**src/hw/rtl/kwb_pkg.sv**
```systemverilog
// shared types and constants for the k-weighting biquad prefilter
// used by kwb_ctrl, kwb_dp and the top level; no dependencies
`default_nettype none

package kwb_pkg;

    localparam int COEF_W              = 32;  // coefficient register width, q4.28
    localparam int ACC_W               = 64;  // accumulator width, wraps like a 64-bit sum
    localparam int NUM_COEF            = 8;
    localparam int COEF_SEL_W          = 3;
    localparam int CFG_IDX_W           = 4;   // one spare bit so out-of-range writes are visible
    localparam int DEF_COEF_FRAC_BITS  = 28;
    localparam int DEF_SAMPLE_BITS     = 24;
    localparam int TAP_CNT_W           = 3;
    localparam int SHELF_TAPS          = 5;
    localparam int HP_TAPS             = 3;

    // coefficient slots, also the register index of the config port
    typedef enum logic [COEF_SEL_W-1:0] {
        TAP_B0  = 3'd0,   // shelf b0
        TAP_B1  = 3'd1,   // shelf b1
        TAP_B2  = 3'd2,   // shelf b2
        TAP_A1  = 3'd3,   // shelf a1
        TAP_A2  = 3'd4,   // shelf a2
        TAP_G   = 3'd5,   // high-pass numerator gain
        TAP_HA1 = 3'd6,   // high-pass a1
        TAP_HA2 = 3'd7    // high-pass a2
    } t_tap;

    typedef logic signed [COEF_W-1:0] t_coef_arr [NUM_COEF];

    localparam t_coef_arr COEF_RESET = '{
        32'sd412081938, -32'sd722546694, 32'sd321691119, -32'sd453832899,
        32'sd196623809, 32'sd267101332, -32'sd534199295, 32'sd265770496
    };

    typedef enum logic [2:0] {
        ST_IDLE,
        ST_SHELF,
        ST_SHELF_DRAIN,
        ST_SHELF_ROUND,
        ST_DIFF,
        ST_HP,
        ST_HP_DRAIN,
        ST_HP_ROUND
    } t_state;

    // controller to datapath commands
    typedef struct packed {
        logic take_in;    // capture a new sample, clear accumulator
        logic mac_en;     // issue one product for the selected tap
        t_tap tap;
        logic mid_load;   // round/saturate shelf result, clear accumulator
        logic diff_load;  // form mid - 2*m1 + m2
        logic fin_load;   // round/saturate output, shift histories
    } t_dp_cmd;

endpackage

`default_nettype wire

```
**src/hw/rtl/kwb_dp.sv**
```systemverilog
// datapath: coefficient registers, filter histories and one shared multiply-accumulate
// depends on kwb_pkg
`default_nettype none

module kwb_dp import kwb_pkg::*; #(
    parameter int SAMPLE_BITS    = DEF_SAMPLE_BITS,
    parameter int COEF_FRAC_BITS = DEF_COEF_FRAC_BITS
) (
    input  wire logic                        i_clk,
    input  wire logic                        i_rst_n,
    input  wire t_dp_cmd                     i_cmd,
    input  wire logic signed [SAMPLE_BITS-1:0] i_sample_in,
    input  wire logic                        i_cfg_valid,
    input  wire logic [CFG_IDX_W-1:0]        i_cfg_index,
    input  wire logic [COEF_W-1:0]           i_cfg_data,
    output logic signed [SAMPLE_BITS+3:0]    o_filtered_out
);

    localparam int MID_BITS = SAMPLE_BITS + 4;
    localparam int OPW      = MID_BITS + 2;
    localparam int PW       = COEF_W + OPW;

    localparam logic signed [ACC_W-1:0] ONE  = 1;
    localparam logic signed [ACC_W-1:0] HALF = ONE <<< (COEF_FRAC_BITS - 1);
    localparam logic signed [ACC_W-1:0] MAXV = (ONE <<< (MID_BITS - 1)) - ONE;
    localparam logic signed [ACC_W-1:0] MINV = ~MAXV;

    logic signed [COEF_W-1:0]      r_coef [NUM_COEF];
    logic signed [SAMPLE_BITS-1:0] r_x, r_in1, r_in2;
    logic signed [MID_BITS-1:0]    r_mid, r_m1, r_m2, r_y1, r_y2, r_out;
    logic signed [OPW-1:0]         r_diff;
    logic signed [ACC_W-1:0]       r_prod, r_acc;
    logic                          r_prod_sub, r_prod_vld;

    logic signed [COEF_W-1:0]      coef_sel;
    logic signed [OPW-1:0]         op_sel;
    logic                          op_sub;
    logic signed [PW-1:0]          prod_full;
    logic signed [ACC_W-1:0]       rnd, shr;
    logic signed [MID_BITS-1:0]    sat;
    logic signed [OPW-1:0]         n_diff;

    assign coef_sel = r_coef[i_cmd.tap];

    always_comb begin
        op_sub = 1'b0;
        unique case (i_cmd.tap)
            TAP_B0:  op_sel = OPW'(r_x);
            TAP_B1:  op_sel = OPW'(r_in1);
            TAP_B2:  op_sel = OPW'(r_in2);
            TAP_A1: begin
                op_sel = OPW'(r_m1);
                op_sub = 1'b1;
            end
            TAP_A2: begin
                op_sel = OPW'(r_m2);
                op_sub = 1'b1;
            end
            TAP_G:   op_sel = r_diff;
            TAP_HA1: begin
                op_sel = OPW'(r_y1);
                op_sub = 1'b1;
            end
            TAP_HA2: begin
                op_sel = OPW'(r_y2);
                op_sub = 1'b1;
            end
            default: op_sel = '0;
        endcase
    end

    assign prod_full = coef_sel * op_sel;

    // round half up, drop fraction bits, clamp to the q5.23 range
    assign rnd = r_acc + HALF;
    assign shr = rnd >>> COEF_FRAC_BITS;

    always_comb begin
        priority if (shr > MAXV) begin
            sat = MAXV[MID_BITS-1:0];
        end else if (shr < MINV) begin
            sat = MINV[MID_BITS-1:0];
        end else begin
            sat = shr[MID_BITS-1:0];
        end
    end

    assign n_diff = OPW'(r_mid) - (OPW'(r_m1) <<< 1) + OPW'(r_m2);

    // config writes and histories
    always_ff @(posedge i_clk) begin
        if (!i_rst_n) begin
            r_coef     <= COEF_RESET;
            r_in1      <= '0;
            r_in2      <= '0;
            r_m1       <= '0;
            r_m2       <= '0;
            r_y1       <= '0;
            r_y2       <= '0;
            r_prod_vld <= 1'b0;
        end else begin
            if (i_cfg_valid && (i_cfg_index < CFG_IDX_W'(NUM_COEF))) begin
                r_coef[i_cfg_index[COEF_SEL_W-1:0]] <= i_cfg_data;
            end
            r_prod_vld <= i_cmd.mac_en;
            if (i_cmd.fin_load) begin
                r_in2 <= r_in1;
                r_in1 <= r_x;
                r_m2  <= r_m1;
                r_m1  <= r_mid;
                r_y2  <= r_y1;
                r_y1  <= sat;
            end
        end
    end

    // payload registers
    always_ff @(posedge i_clk) begin
        if (i_cmd.take_in) begin
            r_x <= i_sample_in;
        end
        if (i_cmd.mac_en) begin
            r_prod     <= ACC_W'(prod_full);
            r_prod_sub <= op_sub;
        end
        if (i_cmd.take_in || i_cmd.mid_load) begin
            r_acc <= '0;
        end else if (r_prod_vld) begin
            r_acc <= r_prod_sub ? (r_acc - r_prod) : (r_acc + r_prod);
        end
        if (i_cmd.mid_load) begin
            r_mid <= sat;
        end
        if (i_cmd.diff_load) begin
            r_diff <= n_diff;
        end
        if (i_cmd.fin_load) begin
            r_out <= sat;
        end
    end

    assign o_filtered_out = r_out;

endmodule

`default_nettype wire

```
**src/hw/rtl/kwb_ctrl.sv**
```systemverilog
// controller: sequences the shared multiply-accumulate through both biquad stages
// depends on kwb_pkg
`default_nettype none

module kwb_ctrl import kwb_pkg::*; (
    input  wire logic i_clk,
    input  wire logic i_rst_n,
    input  wire logic i_valid,
    output logic      o_ready,
    output logic      o_valid,
    input  wire logic i_ready,
    output t_dp_cmd   o_cmd
);

    t_state               r_state, n_state;
    logic [TAP_CNT_W-1:0] r_cnt, n_cnt;
    logic                 r_out_vld;
    logic                 out_free;

    assign out_free = !r_out_vld || i_ready;

    // next state
    always_comb begin
        n_state = r_state;
        n_cnt   = r_cnt;
        unique case (r_state)
            ST_IDLE: begin
                n_cnt = '0;
                if (i_valid) begin
                    n_state = ST_SHELF;
                end
            end
            ST_SHELF: begin
                if (r_cnt == TAP_CNT_W'(SHELF_TAPS - 1)) begin
                    n_state = ST_SHELF_DRAIN;
                    n_cnt   = '0;
                end else begin
                    n_cnt = r_cnt + 1'b1;
                end
            end
            ST_SHELF_DRAIN: n_state = ST_SHELF_ROUND;
            ST_SHELF_ROUND: n_state = ST_DIFF;
            ST_DIFF:        n_state = ST_HP;
            ST_HP: begin
                if (r_cnt == TAP_CNT_W'(HP_TAPS - 1)) begin
                    n_state = ST_HP_DRAIN;
                    n_cnt   = '0;
                end else begin
                    n_cnt = r_cnt + 1'b1;
                end
            end
            ST_HP_DRAIN:    n_state = ST_HP_ROUND;
            ST_HP_ROUND: begin
                if (out_free) begin
                    n_state = ST_IDLE;
                end
            end
            default:        n_state = ST_IDLE;
        endcase
    end

    // outputs
    always_comb begin
        o_cmd   = '0;
        o_ready = 1'b0;
        unique case (r_state)
            ST_IDLE: begin
                o_ready       = 1'b1;
                o_cmd.take_in = i_valid;
            end
            ST_SHELF: begin
                o_cmd.mac_en = 1'b1;
                o_cmd.tap    = t_tap'(r_cnt);
            end
            ST_SHELF_ROUND: o_cmd.mid_load  = 1'b1;
            ST_DIFF:        o_cmd.diff_load = 1'b1;
            ST_HP: begin
                o_cmd.mac_en = 1'b1;
                o_cmd.tap    = t_tap'(r_cnt + TAP_CNT_W'(TAP_G));
            end
            ST_HP_ROUND:    o_cmd.fin_load = out_free;
            default: begin
            end
        endcase
    end

    always_ff @(posedge i_clk) begin
        if (!i_rst_n) begin
            r_state   <= ST_IDLE;
            r_cnt     <= '0;
            r_out_vld <= 1'b0;
        end else begin
            r_state <= n_state;
            r_cnt   <= n_cnt;
            if (o_cmd.fin_load) begin
                r_out_vld <= 1'b1;
            end else if (i_ready) begin
                r_out_vld <= 1'b0;
            end
        end
    end

    assign o_valid = r_out_vld;

endmodule

`default_nettype wire

```
**src/hw/rtl/k_weighting_biquad_prefilter.sv**
```systemverilog
// k-weighting prefilter: high-shelf biquad then high-pass biquad, one shared mac
// the single multiplier steps through eight products plus round and diff steps per sample;
// a new sample is taken only in idle, and the final round waits while an output is untaken
// the output register holds a result while the next sample is taken in
// synchronous active-low reset restores the 48 khz coefficients and clears all histories
// depends on kwb_pkg, kwb_ctrl, kwb_dp
`default_nettype none

module k_weighting_biquad_prefilter import kwb_pkg::*; #(
    parameter int SAMPLE_BITS    = DEF_SAMPLE_BITS,    // input width, output is 4 bits wider
    parameter int COEF_FRAC_BITS = DEF_COEF_FRAC_BITS  // fraction bits of the coefficients
) (
    input  wire logic                          i_clk,
    input  wire logic                          i_rst_n,
    // sample input channel
    input  wire logic                          i_valid,
    output logic                               o_ready,
    input  wire logic signed [SAMPLE_BITS-1:0] i_sample_in,
    // filtered output channel
    output logic                               o_valid,
    input  wire logic                          i_ready,
    output logic signed [SAMPLE_BITS+3:0]      o_filtered_out,
    // coefficient write channel
    input  wire logic                          i_cfg_valid,
    output logic                               o_cfg_ready,
    input  wire logic [CFG_IDX_W-1:0]          i_cfg_index,
    input  wire logic [COEF_W-1:0]             i_cfg_data
);

    t_dp_cmd cmd;

    // coefficient writes are always accepted; in-range ones land in the next cycle
    assign o_cfg_ready = 1'b1;

    // sequencer: shelf taps b0,b1,b2,a1,a2, round, diff, high-pass taps g,a1,a2, round
    kwb_ctrl u_ctrl (
        .i_clk   (i_clk),
        .i_rst_n (i_rst_n),
        .i_valid (i_valid),
        .o_ready (o_ready),
        .o_valid (o_valid),
        .i_ready (i_ready),
        .o_cmd   (cmd)
    );

    // coefficients, histories, multiplier, 64-bit accumulator, output register
    kwb_dp #(
        .SAMPLE_BITS    (SAMPLE_BITS),
        .COEF_FRAC_BITS (COEF_FRAC_BITS)
    ) u_dp (
        .i_clk          (i_clk),
        .i_rst_n        (i_rst_n),
        .i_cmd          (cmd),
        .i_sample_in    (i_sample_in),
        .i_cfg_valid    (i_cfg_valid && o_cfg_ready),
        .i_cfg_index    (i_cfg_index),
        .i_cfg_data     (i_cfg_data),
        .o_filtered_out (o_filtered_out)
    );

endmodule

`default_nettype wire
```
**config.mk**
```make
export PLATFORM = sky130hd
export DESIGN_NAME = k_weighting_biquad_prefilter
export DESIGN_NICKNAME = d
export VERILOG_FILES = /design/src/hw/rtl/kwb_pkg.sv /design/src/hw/rtl/kwb_dp.sv /design/src/hw/rtl/kwb_ctrl.sv /design/src/hw/rtl/k_weighting_biquad_prefilter.sv
export SDC_FILE = /design/constraint.sdc
export NUM_CORES = 2
export LEC_CHECK = 0
export BUFFER_PORTS_ARGS = -buffer_cell sky130_fd_sc_hd__clkbuf_2
export CORE_ASPECT_RATIO = 0.8
export CORE_MARGIN = 2
export CORE_UTILIZATION = 38
export CTS_CLUSTER_SIZE = 25
export DETAILED_ROUTE_END_ITERATION = 8
export SETUP_SLACK_MARGIN = 0.02
export SLEW_MARGIN = 20
export SYNTH_ARGS = -nofsm -noshare
export SYNTH_HDL_FRONTEND = slang
export SYNTH_SLANG_ARGS = --single-unit
```
**constraint.sdc**
```tcl
create_clock -name i_clk -period 15.2 [get_ports i_clk]
set_input_delay 3.04 -clock i_clk [delete_from_list [all_inputs] [get_ports i_clk]]
set_output_delay 3.04 -clock i_clk [all_outputs]
set_load 0.02 [all_outputs]
```
Word-level counts from Yosys, hierarchy flattened
Cells that the tools add are included.
- add/sub/neg operators: 7
- multipliers: 1
- $lt $le $gt $ge: 6
- equality and inequality tests: 20
- multiplexer cells: 27
- bitwise operators: 2
- reduce and logical (&&, ||, !) cells: 11
- operator list (operator ; count):
    $bwmux W256 ; 1
    $pmux W30 S8 ; 1
    $bmux W32 S3 ; 1
    $demux W32 S3 ; 1
    $mux W32 ; 3
    $add A64 B29 Y64 const B ; 1
    $add A64 B62 Y64 ; 1
    $mux W64 ; 1
    $sub A64 B62 Y64 ; 1
    $mul A32 B30 Y62 ; 1
    $mux W28 ; 2
    $gt A36 B28 Y1 const B ; 1
    $lt A36 B28 Y1 const B ; 1
    $add A30 B28 Y30 ; 1
    $sub A28 B29 Y30 ; 1
    $eq A3 B3 Y1 const B ; 9
    $pmux W3 S8 ; 1
    $mux W3 ; 6
    $eq A3 B2 Y1 const B ; 5
    $pmux W3 S3 ; 1
    $ge A4 B4 Y1 const B ; 2
    $mux W1 ; 8
    $not A3 Y4 ; 2
    $pmux W4 S2 ; 1
    other kinds (15) ; 21
- register bits after elaboration: 661
- output and inout port bits: 31

Depth between registers and ports, before layout
- word-level depth: 7
- mapped depth: 45

Cells and area by module
A second synthesis with hierarchy kept.
- cells, all modules: 7623
- area total of the unflattened synthesis: 68826.0 um^2
- by module, submodules not included (module ; instances ; cells an instance ; area an instance (um^2)):
    kwb_dp ; 1 ; 7561 ; 68323.0
    kwb_ctrl ; 1 ; 60 ; 491.7
    k_weighting_biquad_prefilter ; 1 ; 2 ; 11.3

Least setup slack after synthesis
Ideal clock, no wire load.
- path kind: reg-to-reg
- start: reg u_ctrl.r_state[1]
- end: reg, netlist name u_dp.r_prod[61]
- library setup time: 256 ps
- data arrival time: 11558 ps
- required time: 14944 ps
- setup slack: 3387 ps
- stages on the path, launching flop included: 41
- path through: dfxtp_1 > buf_2 > nor2b_1 > clkbuf_1 > and2_1 > clkbuf_1 > buf_2 > buf_2 > nor2_1 > a22oi_1 > o21ai_0 > o21ai_0 > o21a_1 > clkbuf_1 > clkbuf_1 > nor2_1 > fa_1 > fa_1 > (+5 left out) > fa_1 > fa_1 > inv_1 > fa_1 > inv_1 > ha_1 > clkbuf_1 > a21o_1 > a21o_1 > a2111oi_1 > o31ai_1 > nor2b_1 > a2111oi_0 > a21oi_1 > a21oi_1 > o211ai_1 > a2111o_1 > o211a_1
- longest elaborated chain between the ends: 7
- elaborated cells on any way between the ends: 17
- those cells by class: 1 x mul; 9 x eq/ne; 5 x mux; 1 x bitwise; 1 x reduce/logical
- ends and longest elaborated chain (what ; RTL line ; RTL):
    start, declared ; kwb_ctrl.sv:15 ; t_state r_state, n_state;
    start signal, assigned ; kwb_ctrl.sv:93 ; r_state <= n_state;
    $eq A3 B3 Y1 / $eq A3 B1 Y1 (equally long branches) ; kwb_ctrl.sv:66 ; unique case (r_state)
    $pmux W4 S2 (*) ; kwb_ctrl.sv:66 ;
    $not A3 Y4 (implied by the code) ; kwb_dp.sv:43 ; assign coef_sel = r_coef[i_cmd.tap];
    $bmux W32 S3 ; kwb_dp.sv:43 ;
    $mux W32 (implied by the code) (2 in series) ; kwb_dp.sv:43 ;
    $mul A32 B30 Y62 (*) ; kwb_dp.sv:72 ; assign prod_full = coef_sel * op_sel;
    named net u_dp.prod_full[61] ; kwb_dp.sv:38 ; logic signed [PW-1:0] prod_full;
Mark *: on every way through the listed nets, which the timed path passes. The rest lies on a longest branch. The select of a mux whose other input is x is not followed.
A chain may end at the register's enable or synchronous reset.

Worst setup path after layout
- start: reg u_ctrl.r_state[0]
- end: reg u_dp.r_prod[57] (data pin)
- longest elaborated chain between the ends: 7
- elaborated cells on any way between the ends: 17
- those cells by class: 1 x mul; 9 x eq/ne; 5 x mux; 1 x bitwise; 1 x reduce/logical
- ends and longest elaborated chain (what ; RTL line ; RTL):
    $eq A3 B3 Y1 / $eq A3 B1 Y1 (equally long branches) ; kwb_ctrl.sv:66 ;
    $pmux W4 S2 (*) ; kwb_ctrl.sv:66 ;
    $not A3 Y4 (implied by the code) ; kwb_dp.sv:43 ;
    $bmux W32 S3 ; kwb_dp.sv:43 ;
    $mux W32 (implied by the code) (2 in series) ; kwb_dp.sv:43 ;
    $mul A32 B30 Y62 (*) ; kwb_dp.sv:72 ;
    named net u_dp.prod_full[57] ; kwb_dp.sv:38 ;
    end signal, assigned ; kwb_dp.sv:123 ; r_prod <= ACC_W'(prod_full);
    end, declared ; kwb_dp.sv:32 ; logic signed [ACC_W-1:0] r_prod, r_acc;
Marks and branches as above.

==> flow_metrics.env <==
export IMPL_placedCellCount=10306
export IMPL_ctsHoldBuffers=0
export IMPL_dieArea_um2=185000
export IMPL_cts_resized=0
export IMPL_row_count=139
export IMPL_mappedNetlistArea_um2=69000
export IMPL_post_cts_setup_buffers=0
export IMPL_cp_arrival_ns=13.33
export IMPL_wl_per_cell_um=22.3
export IMPL_min_from="u_dp.r_in2[10]"
export IMPL_ioPinCount=96
export IMPL_vias=56153
export IMPL_synth_warnings=0
export IMPL_chipWidth_um=480
export IMPL_coreArea_um2=180000
export IMPL_synth_edff_count=173
export IMPL_fin_cells=10442
export IMPL_grt_max_degree=257
export IMPL_drtIter0Drc=5709
export IMPL_hp_class="flop to flop"
export IMPL_rsz0062_at_grt="false"
export IMPL_htreeDepth=3
export IMPL_start_util_pct=38.3
export IMPL_dpl_cell_area_um2=71700
export IMPL_root_buffer="clkbuf_16"
export IMPL_grt_pass1_wl_mm=355
export IMPL_globalplace_congestion=0.971
export IMPL_worstHoldEndpoint="u_dp.r_in2[10]"
export IMPL_critPathMaxStageDelay_ns=0.90
export IMPL_cp_buffers_inverters=6
export IMPL_cts_tree="built"
export IMPL_setup_violations_final=0
export IMPL_clock_sinks=661
export IMPL_nets=9367
export IMPL_grt_pass1_vias=56531
export IMPL_worstPathMaxFanout=71
export IMPL_io_buffers=94
export IMPL_grt_use_total_pct=25.3
export IMPL_maxSlewViolCount=0
export IMPL_synth_nets=9566
export IMPL_cp_start_kind="flop"
export IMPL_finClkSkew_ns=0.0518
export IMPL_crit_start="u_ctrl.r_state[0]"
export IMPL_synthArstFlopShare_pct=0
export IMPL_critPathSlowestCell="nor3_1"
export IMPL_syn2layout_area_growth_pct=7.53
export IMPL_r2r_end="u_dp.r_prod[57]"
export IMPL_ys_ff_latch=661
export IMPL_numCtsBuffers=73
export IMPL_setup_tns_ns=0
export IMPL_antenna_found_initial=6
export IMPL_synthFlopType="dfxtp_1"
export IMPL_fmaxAchievable_mhz=77.5
export IMPL_rrSetupSlack_ns=2.30
export IMPL_first_pass_iters=6
export IMPL_routed_wl_mm=233
export IMPL_ys_seq_area_share_pct=21.7
export IMPL_cp_required_ns=15.63
export IMPL_min_period_ns=12.90
export IMPL_cp_end_kind="flop"
export IMPL_crit_top_cell="fa_1"
export IMPL_synth_cells=8183
export IMPL_cp_top_family="adder cells"
export IMPL_clk_pin_slew_ns=0.06
export IMPL_fin_crit_sh_pct=84.9
export IMPL_overflow=0
export IMPL_slew_headroom_pct=15.0
export IMPL_avgSynthCellArea_um2=8.43
export IMPL_drive_gt1_share_pct=5.51
export IMPL_ant_nets=0
export IMPL_place_hpwl_mm=170
export IMPL_vias_per_cell=5.38
export IMPL_cts_max_path_buffers=3
export IMPL_path_class="flop to flop"
export IMPL_worstMarginPinSlew_ns=1.27
export IMPL_fin_area_um2=74100
export IMPL_status="completed"
export IMPL_hold_viol_final=0
export IMPL_min_delay_path_depth=2
export IMPL_route_detailed_drc=0
export IMPL_max_cap_violations=0
export IMPL_clock_latency_ns=0.72
export IMPL_die_h_um=385
export IMPL_ys_types=87
export IMPL_reg2regPathDepth=33
export IMPL_worstReg2RegStart="u_ctrl.r_state[0]"
[metrics by stage]
stage / utilization (%) / worst slack (ns) / hold WS, ns
finish: 41.2 / 2.30 / 0.466
global route: 41.2 / 1.70 / 0.481
CTS: 41.2 / 2.45 / 0.467
detailed placement: 39.8 / 2.54 / 0.454
global placement: 39.8 / 2.63 / 0.450
floorplan: - / 3.39 / 0.440
[cell usage after synthesis (60+ instances only)]
| cell type | instances | area, µm² |
|---|---|---|
| xor2_1 | 61 | 534 |
| dfxtp_1 | 488 | 9770 |
| nor2_1 | 678 | 2540 |
| a21o_1 | 101 | 758 |
| and3_1 | 86 | 538 |
| xnor2_1 | 180 | 1580 |
| nand2_1 | 1771 | 6650 |
| a21oi_1 | 235 | 1180 |
| and2_1 | 70 | 438 |
| fa_1 | 1043 | 20900 |
| a311oi_1 | 67 | 587 |
| nor3_1 | 60 | 300 |
| a21boi_0 | 265 | 1990 |
| edfxtp_1 | 173 | 5190 |
| nand3_1 | 222 | 1110 |
| o21ai_0 | 150 | 751 |
| ha_1 | 275 | 3440 |
| inv_1 | 1230 | 4620 |
| clkbuf_1 | 361 | 1360 |
[layout by cell type (no fill, tap or decap), types with 180 or more instances in the layout]
| cell type | netlist | routed |
|---|---|---|
| a21boi_0 | 265 | 265 |
| a21oi_1 | 235 | 228 |
| dfxtp_1 | 488 | 487 |
| fa_1 | 1043 | 1043 |
| ha_1 | 275 | 275 |
| inv_1 | 1230 | 1230 |
| nand2_1 | 1771 | 1769 |
| nand3_1 | 222 | 222 |
| nor2_1 | 678 | 665 |
| xnor2_1 | 180 | 180 |
[final cells by class]
type / instances / area (µm²)
inverters: 1232 / 4630
clock inverters: 38 / 497
well taps: 2397 / 3000
fillers: 18049 / 106000
repair buffers: 207 / 1380
clock buffers: 95 / 1980
multi-input cells: 5809 / 47700
diodes: 3 / 7.51
flip-flops and latches: 661 / 15000
[state kept, by name, indices dropped and copies added (netlist names), 24 cells and up]
| register | flops |
|---|---|
| u_dp.r_y1 | 28 |
| u_dp.r_y2 | 28 |
| u_dp.r_prod | 62 |
| u_dp.r_x | 24 |
| u_dp.r_diff | 30 |
| u_dp.r_in1 | 24 |
| u_dp.r_m1 | 28 |
| u_dp.r_mid | 28 |
| u_dp.r_coef | 256 |
| u_dp.r_m2 | 28 |
| u_dp.r_in2 | 24 |
| u_dp.o_filtered_out | 28 |
| u_dp.r_acc | 64 |
[per-layer routing]
layer / GRT usage, % / up-vias / wire length (µm)
li1: - / 25109 / -
met1: 36.2 / 27983 / 102000
met2: 37.0 / 2639 / 97300
met3: 6.49 / 420 / 25100
met4: 8.51 / 2 / 8760
met5: 0 / - / 13
[worst reg2reg max path, delay by kind of cell, from the launching register on]
kind,cells,cell delay (ns)
AOI/OAI and AO/OA,7,1.70
xor gates and xnor gates,1,0.14
adders and majority gates,9,4.57
buffers and inverters,6,1.52
DFF,1,0.43
and+or+nand+nor,10,4.28
[worst max path at each step]
stage | to | slack [ns] | cells after the start
4_1_cts | u_dp.r_prod[59] | 2.45 | 33
3_3_place_gp | u_dp.r_prod[59] | 2.63 | 32
5_1_grt | u_dp.r_prod[57] | 1.70 | 33
6_report | u_dp.r_prod[57] | 2.30 | 33
3_5_place_dp | u_dp.r_prod[59] | 2.54 | 33
2_1_floorplan | u_dp.r_prod[61] | 3.39 | 40
[cell families (layout without fill, tap and decap cells)]
| logic type | Yosys count | count (layout) | synth area share, % |
|---|---|---|---|
| XOR/XNOR | 241 | 241 | 3.06 |
| flip-flops | 661 | 661 | 21.7 |
| adder cells (fa/ha/maj) | 1318 | 1318 | 35.3 |
| AND/OR/NAND/NOR | 3155 | 3155 | 19.4 |
| AO/OA/AOI/OAI | 1046 | 1046 | 10.2 |
| multiplexers | 48 | 48 | 0.702 |
| other | 1 | 4 | 0.00544 |
| buffers and inverters | 1713 | 1572 | 9.60 |
Power is not shown: default switching activity piles up to over one toggle a cycle in this logic, so the estimate is an artifact.
